**src/sv/frame_decoder_sum_checksum_defines.svh**
```systemverilog
// Assertion macros shared by the frame checker RTL.
// No dependencies; included by the top level of the frame checker.
`ifndef FRAME_DECODER_SUM_CHECKSUM_DEFINES_SVH
`define FRAME_DECODER_SUM_CHECKSUM_DEFINES_SVH

// Same-cycle implication, checked at every rising edge outside reset.
`define FDSC_ASSERT_NOW(label, clk, rst_n, ante, cons) \
	label: assert property (@(posedge clk) disable iff (!rst_n) (ante) |-> (cons)) \
		else $error("frame checker assertion failed");

// Next-cycle implication, checked at every rising edge outside reset.
`define FDSC_ASSERT_NEXT(label, clk, rst_n, ante, cons) \
	label: assert property (@(posedge clk) disable iff (!rst_n) (ante) |=> (cons)) \
		else $error("frame checker assertion failed");

`endif

```
**src/sv/fdsc_pkg.sv**
```systemverilog
// Types and constants of the frame checker.
// No dependencies; used by every module of the frame checker.
package fdsc_pkg;

	localparam logic [7:0] HDR0 = 8'hEE;
	localparam logic [7:0] HDR1 = 8'h16;
	localparam logic [9:0] MIN_FRAME = 10'd6;
	localparam logic [9:0] FRAME_OVERHEAD = 10'd5;
	localparam logic [8:0] INDEX_MAX = 9'd511;
	localparam logic [8:0] IDX_ID = 9'd2;
	localparam logic [8:0] IDX_LENGTH = 9'd3;
	localparam logic [8:0] IDX_COMMAND = 9'd4;
	localparam logic [8:0] IDX_PAYLOAD = 9'd5;

	typedef enum logic [2:0] {
		ST_OK = 3'd0,
		ST_SHORT = 3'd1,
		ST_HEADER = 3'd2,
		ST_LENGTH = 3'd3,
		ST_CHECKSUM = 3'd4
	} status_t;

	typedef enum logic {
		KIND_PAYLOAD = 1'b0,
		KIND_STATUS = 1'b1
	} item_kind_t;

	typedef struct packed {
		logic has_result;
		item_kind_t kind;
		logic [7:0] payload_byte;
		logic [7:0] frame_id;
		logic [7:0] command;
		logic [7:0] payload_length;
		status_t status;
	} result_t;

endpackage

```
**src/sv/fdsc_track.sv**
```systemverilog
// Frame tracking state and result logic of the frame checker.
// Depends on fdsc_pkg.
module fdsc_track (
	input  logic             clk,
	input  logic             arst_n,
	input  logic             advance,
	input  logic [7:0]       rx_byte_s1,
	input  logic             end_of_buffer_s1,
	output fdsc_pkg::result_t res
);
	import fdsc_pkg::*;

	logic [8:0] byte_index_q;
	logic       header_good_q;
	logic [7:0] held_id_q;
	logic [7:0] held_length_q;
	logic [7:0] held_command_q;
	logic [7:0] running_sum_q;
	logic [9:0] total;
	logic       length_ok;

	assign total = {1'b0, byte_index_q} + 10'd1;
	assign length_ok = (total == ({2'b00, held_length_q} + FRAME_OVERHEAD)) &&
		(held_length_q != 8'd0);

	always_comb begin
		res = '0;
		res.kind = KIND_PAYLOAD;
		res.status = ST_OK;
		if (end_of_buffer_s1) begin
			res.has_result = 1'b1;
			res.kind = KIND_STATUS;
			if (total < MIN_FRAME) begin
				res.status = ST_SHORT;
			end else if (!header_good_q) begin
				res.status = ST_HEADER;
			end else if (!length_ok) begin
				res.status = ST_LENGTH;
			end else if (running_sum_q != rx_byte_s1) begin
				res.status = ST_CHECKSUM;
			end else begin
				res.status = ST_OK;
			end
			if (res.status != ST_SHORT) begin
				res.frame_id = held_id_q;
				res.command = held_command_q;
			end
			if (res.status == ST_OK) begin
				res.payload_length = held_length_q - 8'd1;
			end
		end else if (byte_index_q >= IDX_PAYLOAD) begin
			res.has_result = 1'b1;
			res.payload_byte = rx_byte_s1;
		end
	end

	always_ff @(posedge clk or negedge arst_n) begin
		if (!arst_n) begin
			byte_index_q <= '0;
			header_good_q <= 1'b1;
			held_id_q <= '0;
			held_length_q <= '0;
			held_command_q <= '0;
			running_sum_q <= '0;
		end else if (advance) begin
			if (end_of_buffer_s1) begin
				// The last byte closes the frame and returns all state to reset.
				byte_index_q <= '0;
				header_good_q <= 1'b1;
				held_id_q <= '0;
				held_length_q <= '0;
				held_command_q <= '0;
				running_sum_q <= '0;
			end else begin
				if (byte_index_q == 9'd0) begin
					header_good_q <= (rx_byte_s1 == HDR0);
				end else if (byte_index_q == 9'd1) begin
					header_good_q <= header_good_q && (rx_byte_s1 == HDR1);
				end else if (byte_index_q == IDX_ID) begin
					held_id_q <= rx_byte_s1;
				end else if (byte_index_q == IDX_LENGTH) begin
					held_length_q <= rx_byte_s1;
				end else if (byte_index_q == IDX_COMMAND) begin
					held_command_q <= rx_byte_s1;
				end
				if (byte_index_q >= IDX_ID) begin
					running_sum_q <= running_sum_q + rx_byte_s1;
				end
				if (byte_index_q != INDEX_MAX) begin
					byte_index_q <= byte_index_q + 9'd1;
				end
			end
		end
	end

endmodule

```
**src/sv/fdsc_out_reg.sv**
```systemverilog
// Result register of the frame checker, holding one result for the consumer.
// Depends on fdsc_pkg.
module fdsc_out_reg (
	input  logic                 clk,
	input  logic                 arst_n,
	input  logic                 load,
	input  fdsc_pkg::result_t    res,
	input  logic                 result_stall,
	output logic                 result_valid,
	output fdsc_pkg::item_kind_t item_kind,
	output logic [7:0]           payload_byte,
	output logic [7:0]           frame_id,
	output logic [7:0]           command,
	output logic [7:0]           payload_length,
	output fdsc_pkg::status_t    status
);
	import fdsc_pkg::*;

	logic    valid_q;
	result_t data_q;

	always_ff @(posedge clk or negedge arst_n) begin
		if (!arst_n) begin
			valid_q <= 1'b0;
		end else if (load) begin
			valid_q <= 1'b1;
		end else if (!result_stall) begin
			valid_q <= 1'b0;
		end
	end

	always_ff @(posedge clk) begin
		if (load) begin
			data_q <= res;
		end
	end

	assign result_valid = valid_q;
	assign item_kind = data_q.kind;
	assign payload_byte = data_q.payload_byte;
	assign frame_id = data_q.frame_id;
	assign command = data_q.command;
	assign payload_length = data_q.payload_length;
	assign status = data_q.status;

endmodule

```
**src/sv/frame_decoder_sum_checksum.sv**
```systemverilog
// Top level of the byte-serial frame checker with byte-sum checksum.
// Depends on fdsc_pkg, fdsc_track, fdsc_out_reg and the assertion header.
//
//   channel   valid / stall               payload
//   byte      byte_valid / byte_stall     rx_byte, end_of_buffer
//   result    result_valid / result_stall item_kind, payload_byte, frame_id,
//                                         command, payload_length, status
//
// One byte request is taken every cycle unless stalled; an accepted byte sits in the
// input register, and its result enters the result register at the next edge when that
// register is free. The running sum and byte counter update per byte, so a new byte can
// follow directly. Reset clears the valid flags and the frame state; no clearing pass. A
// stalled result holds in the result register; byte_stall rises only when the result
// register is full, stalled, and the byte in the input register has a result.
`include "frame_decoder_sum_checksum_defines.svh"

module frame_decoder_sum_checksum (
	input  logic                 clk,
	input  logic                 arst_n,
	input  logic                 byte_valid,
	output logic                 byte_stall,
	input  logic [7:0]           rx_byte,
	input  logic                 end_of_buffer,
	output logic                 result_valid,
	input  logic                 result_stall,
	output fdsc_pkg::item_kind_t item_kind,
	output logic [7:0]           payload_byte,
	output logic [7:0]           frame_id,
	output logic [7:0]           command,
	output logic [7:0]           payload_length,
	output fdsc_pkg::status_t    status
);
	import fdsc_pkg::*;

	// Input register: holds the byte request being evaluated.
	logic       valid_s1;
	logic [7:0] rx_byte_s1;
	logic       end_of_buffer_s1;
	logic       accept;
	logic       advance;
	result_t    res;

	// The byte in the input register moves on when it produces no result, or
	// when the result register is empty or being emptied in this cycle.
	assign advance = valid_s1 && (!res.has_result || !result_valid || !result_stall);
	assign byte_stall = valid_s1 && !advance;
	assign accept = byte_valid && !byte_stall;

	always_ff @(posedge clk or negedge arst_n) begin
		if (!arst_n) begin
			valid_s1 <= 1'b0;
		end else if (accept) begin
			valid_s1 <= 1'b1;
		end else if (advance) begin
			valid_s1 <= 1'b0;
		end
	end

	always_ff @(posedge clk) begin
		if (accept) begin
			rx_byte_s1 <= rx_byte;
			end_of_buffer_s1 <= end_of_buffer;
		end
	end

	// Frame state and the result that the current byte causes.
	fdsc_track u_track (
		.clk              (clk),
		.arst_n           (arst_n),
		.advance          (advance),
		.rx_byte_s1       (rx_byte_s1),
		.end_of_buffer_s1 (end_of_buffer_s1),
		.res              (res)
	);

	// Result register toward the consumer.
	fdsc_out_reg u_out_reg (
		.clk            (clk),
		.arst_n         (arst_n),
		.load           (advance && res.has_result),
		.res            (res),
		.result_stall   (result_stall),
		.result_valid   (result_valid),
		.item_kind      (item_kind),
		.payload_byte   (payload_byte),
		.frame_id       (frame_id),
		.command        (command),
		.payload_length (payload_length),
		.status         (status)
	);

	// Byte requests are held off only while a result waits in a full register.
	`FDSC_ASSERT_NOW(a_stall_needs_full_out, clk, arst_n, byte_stall, result_valid && result_stall)
	// A status result never carries a payload byte.
	`FDSC_ASSERT_NOW(a_status_no_payload, clk, arst_n, result_valid && item_kind == KIND_STATUS, payload_byte == 8'd0)
	// A too-short frame reports no id or command.
	`FDSC_ASSERT_NOW(a_short_no_fields, clk, arst_n, result_valid && status == ST_SHORT, frame_id == 8'd0 && command == 8'd0)
	// A byte that moves on leaves the input register empty unless a new one arrives.
	`FDSC_ASSERT_NEXT(a_drain_s1, clk, arst_n, advance && !accept, !valid_s1)

endmodule
```
**config.mk**
```make
export PLATFORM = sky130hd
export DESIGN_NAME = frame_decoder_sum_checksum
export DESIGN_NICKNAME = d
export VERILOG_FILES = /design/src/sv/fdsc_pkg.sv /design/src/sv/fdsc_track.sv /design/src/sv/fdsc_out_reg.sv /design/src/sv/frame_decoder_sum_checksum.sv
export VERILOG_INCLUDE_DIRS = /design/src /design/src/sv
export SDC_FILE = /design/constraint.sdc
export NUM_CORES = 1
export LEC_CHECK = 0
export ABC_AREA = 1
export BUFFER_PORTS_ARGS = -buffer_cell sky130_fd_sc_hd__buf_2
export CORE_ASPECT_RATIO = 0.9
export CORE_MARGIN = 4
export CORE_UTILIZATION = 50
export CTS_BUF_LIST = sky130_fd_sc_hd__clkbuf_2
export DETAILED_ROUTE_END_ITERATION = 10
export GPL_TIMING_DRIVEN = 1
export PLACE_DENSITY = 0.68
export SYNTH_ARGS = -nofsm -noshare
export SYNTH_HDL_FRONTEND = slang
export SYNTH_SLANG_ARGS = --single-unit
```
**constraint.sdc**
```tcl
create_clock -name clk -period 3.55 [get_ports clk]
set_clock_uncertainty 0.05 [all_clocks]
set_input_delay 0.355 -clock clk [delete_from_list [all_inputs] [get_ports clk]]
set_output_delay 0.355 -clock clk [all_outputs]
set_load 0.01 [all_outputs]
```
Word level (Yosys, flattened, before mapping) --
Index checks and enable logic that the tools add are counted.
Storage, ports and cells: word-level logic and storage cells 106, flip-flop bits (word level) 89, output and inout bits 38, bits of input ports 13
Operators by class: multiplexer cells 34, $add $sub $neg 5, reductions and logical operators 32, equality and inequality tests 15, bitwise logic cells 1, magnitude comparators 3
Operators with widths (number):
- 8-bit two-way mux | 17
- 9-bit by 2-bit equality test with 1-bit output (second input constant) | 2
- 9-bit two-way mux | 2
- 3-bit two-way mux | 5
- 2-bit nonzero test | 6
- 9-bit by 1-bit adder with 10-bit output (second input constant) | 1
- 10-bit equality test | 1
- 10-bit by 3-bit less-than comparator with 1-bit output (second input constant) | 1
- 1-bit two-way mux | 10
- 2-bit AND reduction | 5
- 8-bit by 3-bit adder with 9-bit output (second input constant) | 1
- 9-bit by 1-bit adder with 9-bit output (second input constant) | 1
- 9-bit by 1-bit equality test with 1-bit output (second input constant) | 1
- 9-bit by 3-bit equality test with 1-bit output (second input constant) | 1
- 9-bit by 2-bit >= comparator with 1-bit output (second input constant) | 1
- 9-bit by 3-bit >= comparator with 1-bit output (second input constant) | 1
- 9-bit logical NOT | 1
- 9-bit inequality test (second input constant) | 1
- 8-bit adder | 1
- 8-bit by 5-bit equality test with 1-bit output (second input constant) | 1
- 8-bit equality test (second input constant) | 1
- 2-bit inequality test (second input constant) | 4
- 8-bit inequality test | 1
- 8-bit nonzero test | 1
- other kinds (13) | 23

Logic depth before layout (Yosys ltp) --
Gate-level depths: netlist (run 1).
depth after elaboration 12, depth in mapped cells 15, depth with buffers taken out 15

Modules after synthesis --
From an unflattened synthesis (run 1), not the netlist that was laid out.
Second synthesis, totals: cell total of the unflattened synthesis 497, area, all modules 4498.1 sq um
Modules (own cells, without submodules):
- fdsc_track | cells each 437, instances 1, area an instance 3037.9 sq um, sequential area each 1052.3 sq um
- fdsc_out_reg | cells each 40, instances 1, area an instance 1117.3 sq um, sequential area each 1106.1 sq um
- frame_decoder_sum_checksum | cells each 20, instances 1, area an instance 342.8 sq um, sequential area each 295.3 sq um

Least setup slack after synthesis (run 1) --
No wires, ideal clock.
path type register -> register, start register u_track.byte_index_q[0], end register u_out_reg.data_q (netlist bit u_out_reg.command[0]) (enable), data required time 3109 ps, buffers on the path 0, cell stages (with the launch flop) 10, data arrival time 2081 ps, clock period less this slack 2521 ps, setup slack 1029 ps, setup time 391 ps, path through dfrtp_1 inv_2 a21oi_1 nor4_2 nand3_1 nand2_1 nand2_2 inv_4 nand2_1 inv_1
Between the ends: cells in the longest elaborated chain, start to end 8
Ends and longest elaborated chain:
- start: declaration | RTL line fdsc_track.sv:13 | logic [8:0] byte_index_q;
- start signal: assignment | RTL line fdsc_track.sv:90 | byte_index_q <= byte_index_q + 9'd1;
- 9-bit by 3-bit >= comparator with 1-bit output (*) | RTL line fdsc_track.sv:51 | end else if (byte_index_q >= IDX_PAYLOAD) begin
- 1-bit two-way mux (*) | RTL line fdsc_track.sv:51
- 1-bit two-way mux (*) | RTL line fdsc_track.sv:30 | if (end_of_buffer_s1) begin
- 1-bit logical NOT | RTL line frame_decoder_sum_checksum.sv:45 | assign advance = valid_s1 && (!res.has_result || !result_valid || !result_stall);
- 1-bit logical OR (2 in a row) | RTL line frame_decoder_sum_checksum.sv:45
- 1-bit logical AND | RTL line frame_decoder_sum_checksum.sv:45
- 1-bit logical AND (*) | RTL line frame_decoder_sum_checksum.sv:80 | .load (advance && res.has_result),
- named net u_out_reg.load | RTL line fdsc_out_reg.sv:6 | input logic load,
- end signal: assignment | RTL line fdsc_out_reg.sv:34 | data_q <= res;
- end: declaration | RTL line fdsc_out_reg.sv:20 | result_t data_q;
Mark *: on every way through the listed nets, which the timed path passes. The rest lies on a longest branch. A chain may end at the register's enable or synchronous reset.

Worst setup path after layout (run 1) --
start register u_track.byte_index_q[0], end register u_out_reg.data_q (netlist bit u_out_reg.frame_id[7]) (data pin)
Between the ends: cells in the longest elaborated chain, start to end 9, elaborated cells on any way between the ends 10, classes of those cells add/sub: 1; order compare: 1; eq/ne: 2; mux: 4; reduce/logical: 2
Ends and longest elaborated chain:
- 9-bit by 1-bit adder with 10-bit output (*) | RTL line fdsc_track.sv:22 | assign total = {1'b0, byte_index_q} + 10'd1;
- parallel branches: the longest is 4 deep, another holds 10-bit by 3-bit less-than comparator with 1-bit output
- 3-bit two-way mux (*) | RTL line fdsc_track.sv:33 | if (total < MIN_FRAME) begin
- 3-bit two-way mux (*) | RTL line fdsc_track.sv:30
- 3-bit by 1-bit inequality test with 1-bit output (*) | RTL line fdsc_track.sv:44 | if (res.status != ST_SHORT) begin
- 2-bit AND reduction (no source line) (*)
Mark *: on every way between the ends. The select of a mux whose other input is x is not followed.

==> summary.md, run 1 <==
| Metric | Value |
|---|---|
| Wire length on met1 | about 4500 um |
| Multi-input logic area | 0.00201 mm2 |
| Final Slew Violations | 0 |
| CTS Buffer Depth | 2 |
| Die area | 0.0114 mm2 |
| Unrepaired setup endpoints after global routing | no |
| PortBufs | 50 |
| Pre-antenna DRT Iters | 4 |
| # DRC | 0 |
| Starting Density | 52.4% |
| Via-to-Cell Ratio | 4.97 |
| Worst-path cell chain | ha_1, nand2_4, nor2_1, nand3_1, nor2_1, ha_1, inv_1, o2111ai_1, nor3_2, nor2_4, inv_2, nor2_1 |
| Setup Buffers After CTS | 0 |
| Worst-Margin Slew | 1.04 ns |
| Die Ht | roughly 100 um |
| First-pass GRT wire length | 16500 um |
| Critical path type | reg2reg |
| Delay of the slowest critical-path stage | 0.61 ns |
| Worst IR drop on VDD | 0.317 mV |
| Worst slew margin | 30.7% |
| Final hold vios | 0 |
| Syn Inst Count | about 540 |
| I/O pin total | 51 |
| Post-DRT Antenna Nets | 0 |
| Core ar. | between 0.009 and 0.01 mm2 |
| Layout cells sized above 1 | 23.4% |
| CTS root buf | clkbuf_2 |
| DR top layer | met4 |
| Met3 wire length | 489 um |
| H-tree depth | 3 |
| RD Place Congestion | 0.902 |
| Fmax | 0.365 GHz |
| Die width | 112 um |
| Register Area | about 0.0025 mm2 |
| Main synth FF type | edfxtp_1 |
| Fill cells | about 860 |
| Net Count, Synth | ~570 |
| TritonCTS buffer count | 9 |
| Crit path time final | 2.74 ns |
| Clk sinks | 89 |
| Final Net Count | 634 |
| CP max-delay cell | dfrtp_1 |
| Post-Syn Area | 0.00489 mm2 |
| Vias in the first global route | 3435 |
| Max-cap violation count | 0 |
| Top cell by count, worst path | nor2_1 |
| Netlist cell types | 39 |
| Half-perimeter wire length after placement | 7110 um |
| Clock-pin transition on the worst setup and hold timing paths | ~0.31 ns |
| Hold_buf cts | 12 |
| Commonest non-fill, non-tap cells in the layout | nand2_1, inv_1, nor2_1, buf_2, edfxtp_1 |
| YS warnings | 0 |
| Total gr overflow | 0 |
| Vias | 3640 |
| Startpoint Class | register |
| Final period util | 77.3% |
| TNS Setup | 0 ns |
| Worst setup EP type | register |
| FFs w/ async S/R, synth | about 49% |
| GRT Total Usage | 18.1% |
| Avg WL per Cell | between 10 and 15 um |
| Avg Synthesized Cell Area | 9.03 um2 |
| DR iter-0 viols | approximately 190 |
| P_leak | 2.56 nW |
| Initial antenna violation count | 0 |
| Routed wl met2 | ~4700 um |
| PostCTS Resize Cnt | 0 |
| Worst path arrival time | 3.05 ns |
| Total power | 2.72 mW |
| Hold/Removal Path Class | in2async |
| Yosys reg bits | 89 |
| Ant diodes | 0 |
| CP Max Fanout | 16 |
| Routed WL | 9920 um |
| WP data required | 3.85 ns |
| Most common cell after layout, fill and taps aside | nand2_1 |
| Status | finished clean |
| Worst-Skew Late Latency | 0.58 ns |
| Seq/Total Area, Yosys | 50.2% |
| Pwr Density | 500 mW/mm2 |
| Row count | 33 |
| Final count of negative-setup-slack endpoints | 0 |
| Post-synth EDFFs | 45 |
| CTS tree | built |
| Area growth, synth to finish | 11.1% |
| Pin count of the biggest net entering global routing | 45 |
critical path: cells and delay by family (launching register included):
family / cells / cell delay [ns]
AND/OR/NAND/NOR: 7 / 0.83
flip-flops: 1 / 0.61
adder cells (fa/ha/maj): 2 / 0.57
buffers and inverters: 2 / 0.32
AO/OA/AOI/OAI: 1 / 0.14
cell families (layout without fill, tap and decap cells):
kind of cell    Yosys count  count (layout)  synth area share (%)
fa+ha+maj                16              16                  4.25
simple gates            272             272                  25.4
flops                    89              89                  50.2
buf+inv                  97             165                  8.85
xor+xnor                  8               8                  1.43
compound gates           60              60                  9.92
flip-flops by register name, summed over array words and instances, names as in the netlist, 3 cells and up:
register	count
u_track.byte_index_q	9
rx_byte_s1	8
u_out_reg.command	8
u_out_reg.frame_id	8
u_out_reg.payload_byte	8
u_out_reg.payload_length	8
u_track.held_command_q	8
u_track.held_id_q	8
u_track.held_length_q	8
u_track.running_sum_q	8
u_out_reg.status	3
synthesized netlist by cell type (all sizes together), types with 6 or more instances:
| cell type | n | area, um2 |
|---|---|---|
| a21oi | 8 | 40.0 |
| edfxtp | 45 | 1350 |
| nand4 | 11 | 81.3 |
| nor3 | 8 | 45.0 |
| ha | 15 | 188 |
| inv | 82 | 310 |
| o21ai | 48 | 409 |
| dfrtp | 43 | 1080 |
| nor2 | 62 | 255 |
| nand2 | 151 | 629 |
| buf | 11 | 108 |
| xor2 | 6 | 52.6 |
| nand3 | 32 | 173 |
stage by stage:
step	hold WS (ns)	std cells	utilization (%)	setup WS [ns]	cell area, um2
after floorplan	0.00941	542	-	1.03	4890
after CTS	0.385	732	58.3	0.776	5440
after detailed placement	0.419	704	55.8	0.804	5200
final	0.386	732	58.3	0.807	5440
after global routing	0.378	732	58.3	0.485	5440
after global placement	0.418	704	55.8	0.946	5200
metal layers:
metal / GRT usage [%] / vias up
li1: - / 1867
met1: 23.9 / 1682
met2: 31.1 / 79
met3: 3.37 / 12
met4: 5.27 / 0
met5: 0 / -
worst paths after layout:
kind                                          from                  endpoint  slack (ns)  cells past startpoint
setup reg to reg           u_track.byte_index_q[0]     u_out_reg.frame_id[7]        0.81                     12
min in group clk                        rx_byte[3]             rx_byte_s1[3]        0.44                      2
setup / recovery           u_track.byte_index_q[0]     u_out_reg.frame_id[7]        0.81                     12
max in group asynchronous                   arst_n  u_track.held_length_q[0]        2.38                      2
hold reg to reg              u_track.header_good_q     u_track.header_good_q        0.44                      2
hold / removal                              arst_n   u_track.byte_index_q[7]        0.39                      2
final cells by class:
| cell class | count | area share, % |
|---|---|---|
| Clock buffer | 9 | 0.829 |
| Clock inverter | 7 | 1.27 |
| Inverter | 84 | 5.85 |
| Multi-Input combinational cell | 356 | 36.9 |
| Sequential cell | 89 | 45.1 |
| Tap cell | 122 | 2.81 |
| Timing Repair Buffer | 65 | 7.23 |
where the power goes:
part           switching [mW]  internal [mW]  leakage, nW
sequential              0.113           1.24         1.01
clock                   0.404          0.112       0.0642
combinational           0.531          0.322         1.49
(Power assumes the default switching activity.)
==> inputs of run 2 (changes only) <==
- clock period: 3.55 -> 2.8 ns (I/O delays scaled with it)
==> run 2 against run 1 <==
Routed wire length up 0.23%. Sequential power up 27%. Worst hold slack worse by 0.079 ns. Die area unchanged. Register-to-register slack worse by 0.56 ns. First-iteration DRC count down 3.2%. Sequential cell count unchanged. Highest routed layer unchanged. Largest cell class unchanged. Utilization up 0.24 points. Via count up 0.27%. Non-clock buffer count up 1. Combinational power up 29%. Critical path depth unchanged.
==> summary.md, run 2 (synthesis results as in run 1) <==
| Metric | Value |
|---|---|
| Worst path top cell family by delay | simple AND/OR/NAND/NOR gates (unchanged) |
| WP depth | 12 (unchanged) |
| Worst Reg-to-Reg Cells | 12 (unchanged) |
| Starting Density | 52.4% (unchanged) |
| Biggest register | u_track.byte_index_q (unchanged) |
| Comb pwr share | 31.9% (was 31.4%) |
| Pwr Density | 634 mW/mm2 (was 500 mW/mm2) |
| Worst path arrival time | 2.84 ns (was 3.05 ns) |
| Ant diodes | 0 (unchanged) |
| P_leak | 2.57 nW (was 2.56 nW) |
| Final worst slack | 0.249 ns (was 0.807 ns) |
| Switching pwr | 1.33 mW (was 1.05 mW) |
| Crit path time final | 2.55 ns (was 2.74 ns) |
| Critical path type | reg2reg (unchanged) |
| CTS Buffer Depth | 2 (unchanged) |
| Clock power share | 18.7% (was 19.0%) |
| Clock-pin transition on the worst setup and hold timing paths | 0.30 ns (was 0.31 ns) |
| Hold/Removal Path Class | in2async (unchanged) |
| H-tree depth | 3 (unchanged) |
| Most common cell after layout, fill and taps aside | nand2_1 (unchanged) |
| Met3 wire length | 514 um (was 489 um) |
| GRT Total Usage | 18.0% (was 18.1%) |
| Max-cap violation count | 0 (unchanged) |
| CP max-delay cell | dfrtp_2 (was dfrtp_1) |
| Status | finished clean (unchanged) |
| Worst setup EP type | register (unchanged) |
| PortBufs | 50 (unchanged) |
| Post-DRT Antenna Nets | 0 (unchanged) |
| First-pass GRT wire length | 16400 um (was 16500 um) |
| Crit path buf inv count | 2 (unchanged) |
| DR iter-0 viols | 180 (was 186) |
| DP Worst Slack | 0.146 ns (was 0.804 ns) |
| Reg2Reg Setup Slack | 0.25 ns (was 0.81 ns) |
| Half-perimeter wire length after placement | 7310 um (was 7110 um) |
| Layout cells sized above 1 | 23.7% (was 23.4%) |
| Final period util | 91.1% (was 77.3%) |
| Startpoint Class | register (unchanged) |
| Routed wl met2 | 4810 um (was 4730 um) |
| Fill cells | 886 (was 864) |
| Die width | 112 um (unchanged) |
| Pre-antenna DRT Iters | 4 (unchanged) |
| # DRC | 0 (unchanged) |
| Top cell by count, worst path | nor2_1 (unchanged) |
| WP data required | 3.09 ns (was 3.85 ns) |
| Die Ht | 102 um (unchanged) |
| DR top layer | met4 (unchanged) |
| CTS tree | built (unchanged) |
| FF-to-FF End | u_out_reg.frame_id[1] (was u_out_reg.frame_id[7]) |
| Final count of negative-setup-slack endpoints | 0 (unchanged) |
| RR Startpoint | u_track.byte_index_q[1] (was u_track.byte_index_q[0]) |
| Delay of the slowest critical-path stage | 0.48 ns (was 0.61 ns) |
| Fmax | 0.392 GHz (was 0.365 GHz) |
| Clk sinks | 89 (unchanged) |
| Unrepaired setup endpoints after global routing | no (unchanged) |
| Core ar. | 0.00933 mm2 (unchanged) |
| Final core occ | 58.5% (was 58.3%) |
| Final Slew Violations | 0 (unchanged) |
| Sw Ratio | 38.5% (was 38.6%) |
| Number of flip-flops in the largest register | 9 (unchanged) |
| CTS root buf | clkbuf_2 (unchanged) |
| Vias | 3650 (was 3640) |
| Worst IR drop on VDD | 0.334 mV (was 0.317 mV) |
| Area growth, synth to finish | 11.6% (was 11.1%) |
| Row count | 33 (unchanged) |
| TritonCTS buffer count | 9 (unchanged) |
| Wire length on met1 | 4440 um (was 4550 um) |
| Total gr overflow | 0 (unchanged) |
| P_int | 2.13 mW (was 1.67 mW) |
| Worst-path cell chain | ha_1, nand2_4, nor2_1, nand3_1, nor2_1, ha_1, inv_1, o2111ai_1, nor3_2, nor2_4, clkinv_2, nor2_1 (was ha_1, nand2_4, nor2_1, nand3_1, nor2_1, ha_1, inv_1, o2111ai_1, nor3_2, nor2_4, inv_2, nor2_1) |
| Pin count of the biggest net entering global routing | 45 (unchanged) |
| TNS Setup | 0 ns (unchanged) |
| Final hold vios | 0 (unchanged) |
| Via-to-Cell Ratio | 4.98 (was 4.97) |
| Worst-Skew Late Latency | 0.57 ns (was 0.58 ns) |
| RD Place Congestion | 0.847 (was 0.902) |
| CP Max Fanout | 16 (unchanged) |
| Vias in the first global route | 3442 (was 3435) |
| Worst-Margin Slew | 1.04 ns (about the same) |
| Die area | 0.0114 mm2 (unchanged) |
| Avg WL per Cell | 13.6 um (was 13.5 um) |
| Commonest non-fill, non-tap cells in the layout | nand2_1, inv_1, nor2_1, buf_2, edfxtp_1 (unchanged) |
| I/O pin total | 51 (unchanged) |
| Worst slew margin | 30.7% (about the same) |
| Total power | 3.46 mW (was 2.72 mW) |
| Routed WL | 9940 um (was 9920 um) |
| Initial antenna violation count | 0 (unchanged) |
| Final Net Count | 635 (was 634) |
| Flop pwr share | 49.5% (was 49.7%) |
run 2: routing by layer:
metal,track usage (%),vias to the layer above
met1,23.5,1691
met2,30.7,85
met3,3.20,15
met5,0,-
li1,-,1859
met4,6.19,0
run 2: power by group through the flow:
stage	clock network, mW	registers (mW)	logic [mW]
finish	0.646	1.71	1.10
global route	0.725	1.73	1.24
CTS	0.671	1.71	1.11
global placement	0	1.73	1.06
floorplan	0	1.71	0.862
detailed placement	0	1.74	1.09
run 2: layout make-up:
| class | count | area [um2] | area share [%] |
|---|---|---|---|
| Clock buffer | 9 | 45.0 | 0.825 |
| Clock inverter | 7 | 68.8 | 1.26 |
| Inverter | 84 | 319 | 5.84 |
| Multi-Input combinational cell | 356 | 2010 | 36.7 |
| Sequential cell | 89 | 2450 | 45.0 |
| Tap cell | 122 | 153 | 2.80 |
| Timing Repair Buffer | 66 | 413 | 7.56 |
run 2: how the worst max path moves through the flow:
stage / start / to
finish: u_track.byte_index_q[1] / u_out_reg.frame_id[1]
global route: u_track.byte_index_q[1] / u_out_reg.frame_id[7]
CTS: u_track.byte_index_q[1] / u_out_reg.frame_id[7]
detailed placement: u_track.byte_index_q[1] / u_out_reg.frame_id[7]
global placement: u_track.byte_index_q[1] / u_out_reg.command[7]
floorplan: u_track.byte_index_q[0] / u_out_reg.command[0]
run 2: worst register-to-register path, stage by stage (launching register included):
cell	delay [ns]
dfrtp_2	0.48
ha_1	0.27
nand2_4	0.07
nor2_1	0.14
nand3_1	0.10
nor2_1	0.10
ha_1	0.26
inv_1	0.09
o2111ai_1	0.13
nor3_2	0.29
nor2_4	0.09
clkinv_2	0.21
nor2_1	0.07
run 2: what timing repair did:
action,in CTS,in global routing
hold buffers,12,0
hold endpoints to repair,54,0
gates resized for setup,0,2
setup endpoints to repair,0,16
setup buffers,0,0
run 2: metrics by stage:
| step | hold slack [ns] | instance area [um2] | std cells |
|---|---|---|---|
| after CTS | 0.312 | 5460 | 733 |
| after global placement | 0.408 | 5220 | 705 |
| final | 0.307 | 5460 | 733 |
| after floorplan | -0.0656 | 4890 | 542 |
| after detailed placement | 0.408 | 5220 | 705 |
| after global routing | 0.299 | 5460 | 733 |
==> inputs of run 3 (changes only) <==
- ABC_AREA: 1 -> default
==> run 3 against run 2 <==
Register-to-register slack lost 0.13 ns. Critical path type unchanged. Highest routed layer unchanged. Routed wire length shrank 2.1%. Worst hold slack lost 0.25 ns. Worst setup slack lost 0.13 ns. Combinational power shrank 16%. Area after synthesis shrank 6.1%. Die area shrank 5.6%. First-iteration DRC count shrank 35%.
==> summary.md, run 3 <==
| Metric | Value |
|---|---|
| DR iter-0 viols | 117 (was 180) |
| Fill cells | 748 (was 886) |
| # DRC | 0 (unchanged) |
| Most instantiated cells after synthesis | edfxtp_1, dfrtp_1, nor2_1, nand2_1 (was nand2_1, inv_1, nor2_1, edfxtp_1, dfrtp_1) |
| Die Ht | 98.9 um (was 102 um) |
| Crit path buf inv count | 1 (was 2) |
| Worst setup EP type | register (unchanged) |
| CTS Buffer Depth | 2 (unchanged) |
| CP max-delay cell | dfrtp_1 (was dfrtp_2) |
| Main synth FF type | edfxtp_1 (unchanged) |
| Final period util | 95.6% (was 91.1%) |
| Ant diodes | 0 (unchanged) |
| Worst-Skew Late Latency | 0.53 ns (was 0.57 ns) |
| Final Net Count | 492 (was 635) |
| Pin count of the biggest net entering global routing | 45 (unchanged) |
| Routed WL | 9730 um (was 9940 um) |
| Initial antenna violation count | 0 (unchanged) |
| Via-to-Cell Ratio | 5.44 (was 4.98) |
| CTS root buf | clkbuf_2 (unchanged) |
| Clock power share | 18.5% (was 18.7%) |
| Status | finished clean (unchanged) |
| Delay of the slowest critical-path stage | 0.58 ns (was 0.48 ns) |
| Starting Density | 52.4% (about the same) |
| Layout cells sized above 1 | 28.6% (was 23.7%) |
| Die area | 0.0108 mm2 (was 0.0114 mm2) |
| Syn Inst Count | 389 (was 542) |
| Pre-antenna DRT Iters | 5 (was 4) |
| PortBufs | 50 (unchanged) |
| Seq/Total Area, Yosys | 53.4% (was 50.2%) |
| TNS Setup | 0 ns (unchanged) |
| FFs w/ async S/R, synth | 49.4% (unchanged) |
| RD Place Congestion | 0.822 (was 0.847) |
| I/O pin total | 51 (unchanged) |
| Yosys reg bits | 89 (unchanged) |
| YS warnings | 0 (unchanged) |
| Avg Synthesized Cell Area | 11.8 um2 (was 9.03 um2) |
| Biggest register | u_track.byte_index_q (unchanged) |
| Cell taking the most area after synthesis | edfxtp_1 (unchanged) |
| Switching pwr | 1.08 mW (was 1.33 mW) |
| Final hold vios | 0 (unchanged) |
| Final Slew Violations | 0 (unchanged) |
| Fmax | 0.374 GHz (was 0.392 GHz) |
| TritonCTS buffer count | 9 (unchanged) |
| H-tree depth | 3 (unchanged) |
| Worst IR drop on VDD | 0.388 mV (was 0.334 mV) |
| Most common cell after layout, fill and taps aside | buf_2 (was nand2_1) |
| Commonest non-fill, non-tap cells in the layout | buf_2, edfxtp_1, dfrtp_1 (was nand2_1, inv_1, nor2_1, buf_2, edfxtp_1) |
| Netlist cell types | 62 (was 39) |
| Worst path arrival time | 3.04 ns (was 2.84 ns) |
| Post-synth EDFFs | 45 (unchanged) |
| CP Max Fanout | 8 (was 16) |
| Most frequent cell after synthesis | edfxtp_1 (was nand2_1) |
| Comb pwr share | 28.8% (was 31.9%) |
| First-pass GRT wire length | 16000 um (was 16400 um) |
| Sw Ratio | 33.8% (was 38.5%) |
| Worst path top cell family by delay | compound AO/OA/AOI/OAI gates (was simple AND/OR/NAND/NOR gates) |
| CTS tree | built (unchanged) |
| Post-DRT Antenna Nets | 0 (unchanged) |
| GRT Total Usage | 19.3% (was 18.0%) |
| Flop pwr share | 52.7% (was 49.5%) |
| Startpoint Class | register (unchanged) |
| Avg WL per Cell | 16.6 um (was 13.6 um) |
| Crit path time final | 2.68 ns (was 2.55 ns) |
| Total gr overflow | 0 (unchanged) |
| Number of flip-flops in the largest register | 9 (unchanged) |
| Clk sinks | 89 (unchanged) |
| Die width | 109 um (was 112 um) |
| Pwr Density | 604 mW/mm2 (was 634 mW/mm2) |
| Vias in the first global route | 3193 (was 3442) |
| Final count of negative-setup-slack endpoints | 0 (unchanged) |
| Worst-path cell chain | inv_1, ha_1, xnor2_1, nand2_1, nor4_1, o2111ai_1, a2111o_1, nor2_1 (was ha_1, nand2_4, nor2_1, nand3_1, nor2_1, ha_1, inv_1, o2111ai_1, nor3_2, nor2_4, clkinv_2, nor2_1) |
| Critical path type | reg2reg (unchanged) |
| P_leak | 2.21 nW (was 2.57 nW) |
| Vias | 3192 (was 3650) |
| Net Count, Synth | 418 (was 571) |
| Max-cap violation count | 0 (unchanged) |
| Post-Syn Area | 0.00459 mm2 (was 0.00489 mm2) |
| Area growth, synth to finish | 15.3% (was 11.6%) |
| Half-perimeter wire length after placement | 6940 um (was 7310 um) |
| Hold_ws | 0.0562 ns (was 0.307 ns) |
| Synth top area share | 29.4% (was 27.6%) |
| Core ar. | 0.00877 mm2 (was 0.00933 mm2) |
| Clock-pin transition on the worst setup and hold timing paths | 0.25 ns (was 0.30 ns) |
| Worst slew margin | 30.7% (about the same) |
| Ranking of synthesized cells by area | edfxtp_1, dfrtp_1, mux2_2 (was edfxtp_1, dfrtp_1, nand2_1) |
| Row count | 32 (was 33) |
| P_int | 2.12 mW (was 2.13 mW) |
| Worst-Margin Slew | 1.04 ns (about the same) |
| Hold/Removal Path Class | in2reg (was in2async) |
| WP data required | 3.16 ns (was 3.09 ns) |
| Final core occ | 60.4% (was 58.5%) |
==> run 3: changes by cell type after synthesis, sizes merged, moves of 5 or more <==
cell,before,now
nor2,62,25
nand3,32,11
inv,82,9
nand2,151,24
a21oi,8,13
xnor2,2,18
nand4,11,5
and2,0,17
nor2b,0,18
mux2,0,24
o31ai,1,6
clkbuf,2,9
o21ai,48,24
==> run 3: through the flow <==
step	worst slack, ns	cell area (um2)	cells	total power [mW]
finish	0.123	5300	587	3.20
CTS	0.0217	5270	586	3.22
floorplan	0.0184	4600	389	2.37
global placement	0.131	5050	559	2.59
detailed placement	0.0586	5050	559	2.62
global route	-0.0112	5300	587	3.42
==> run 3: cell families (layout without fill, tap and decap cells) <==
| group | Yosys count | in the layout | share of synthesized area [%] |
|---|---|---|---|
| xor+xnor | 28 | 28 | 5.94 |
| mux | 24 | 24 | 5.88 |
| simple gates | 137 | 137 | 16.6 |
| fa+ha+maj | 17 | 17 | 4.74 |
| compound gates | 68 | 68 | 10.6 |
| flops | 89 | 89 | 53.4 |
| buf+inv | 26 | 105 | 2.83 |
==> run 3: power groups by stage <==
stage	clock network (mW)	registers [mW]	logic, mW
after floorplan	0	1.68	0.690
after global placement	0	1.71	0.882
after detailed placement	0	1.71	0.902
after CTS	0.616	1.69	0.919
after global routing	0.679	1.71	1.03
final	0.592	1.69	0.920
==> run 3: layer usage <==
| metal | global-route usage, % | wire, um | up-vias |
|---|---|---|---|
| li1 | - | - | 1557 |
| met1 | 26.4 | 4480 | 1557 |
| met2 | 30.2 | 4700 | 67 |
| met3 | 5.37 | 418 | 11 |
| met4 | 5.05 | 127 | 0 |
| met5 | 0 | 0 | - |
==> run 3: area by class of cell <==
| type | count | area [um2] | area share, % |
|---|---|---|---|
| Tap cell | 119 | 149 | 2.81 |
| Multi-Input combinational cell | 274 | 2050 | 38.6 |
| Clock buffer | 10 | 50.0 | 0.945 |
| Clock inverter | 6 | 50.0 | 0.945 |
| Timing Repair Buffer | 80 | 515 | 9.73 |
| Sequential cell | 89 | 2450 | 46.3 |
| Inverter | 9 | 33.8 | 0.638 |
==> run 3: worst min-delay path, delay by kind of cell <==
family	cells	cell delay, ns
AO/OA/AOI/OAI	1	0.12
AND/OR/NAND/NOR	1	0.14
buffers and inverters	1	0.07
==> run 3: path summary, 6_finish.rpt <==
kind                                     startpoint                     endpoint  slack, ns  depth (start not counted)
min in group asynchronous                    arst_n      u_track.byte_index_q[6]       0.38                          2
max                        u_track.held_length_q[0]  u_out_reg.payload_length[3]       0.12                          8
min                                    result_stall       u_out_reg.result_valid       0.06                          3
min reg2reg                u_track.running_sum_q[5]     u_track.running_sum_q[5]       0.48                          2
max reg2reg                u_track.held_length_q[0]  u_out_reg.payload_length[3]       0.12                          8
max in group asynchronous                    arst_n     u_track.held_length_q[0]       1.68                          2
==> run 3: repair_timing <==
action	CTS	global route
hold buffers	11	0
gates resized for setup	0	5
setup buffers	0	1
endpoints found under the hold margin	53	0
endpoints found under the setup margin	0	14
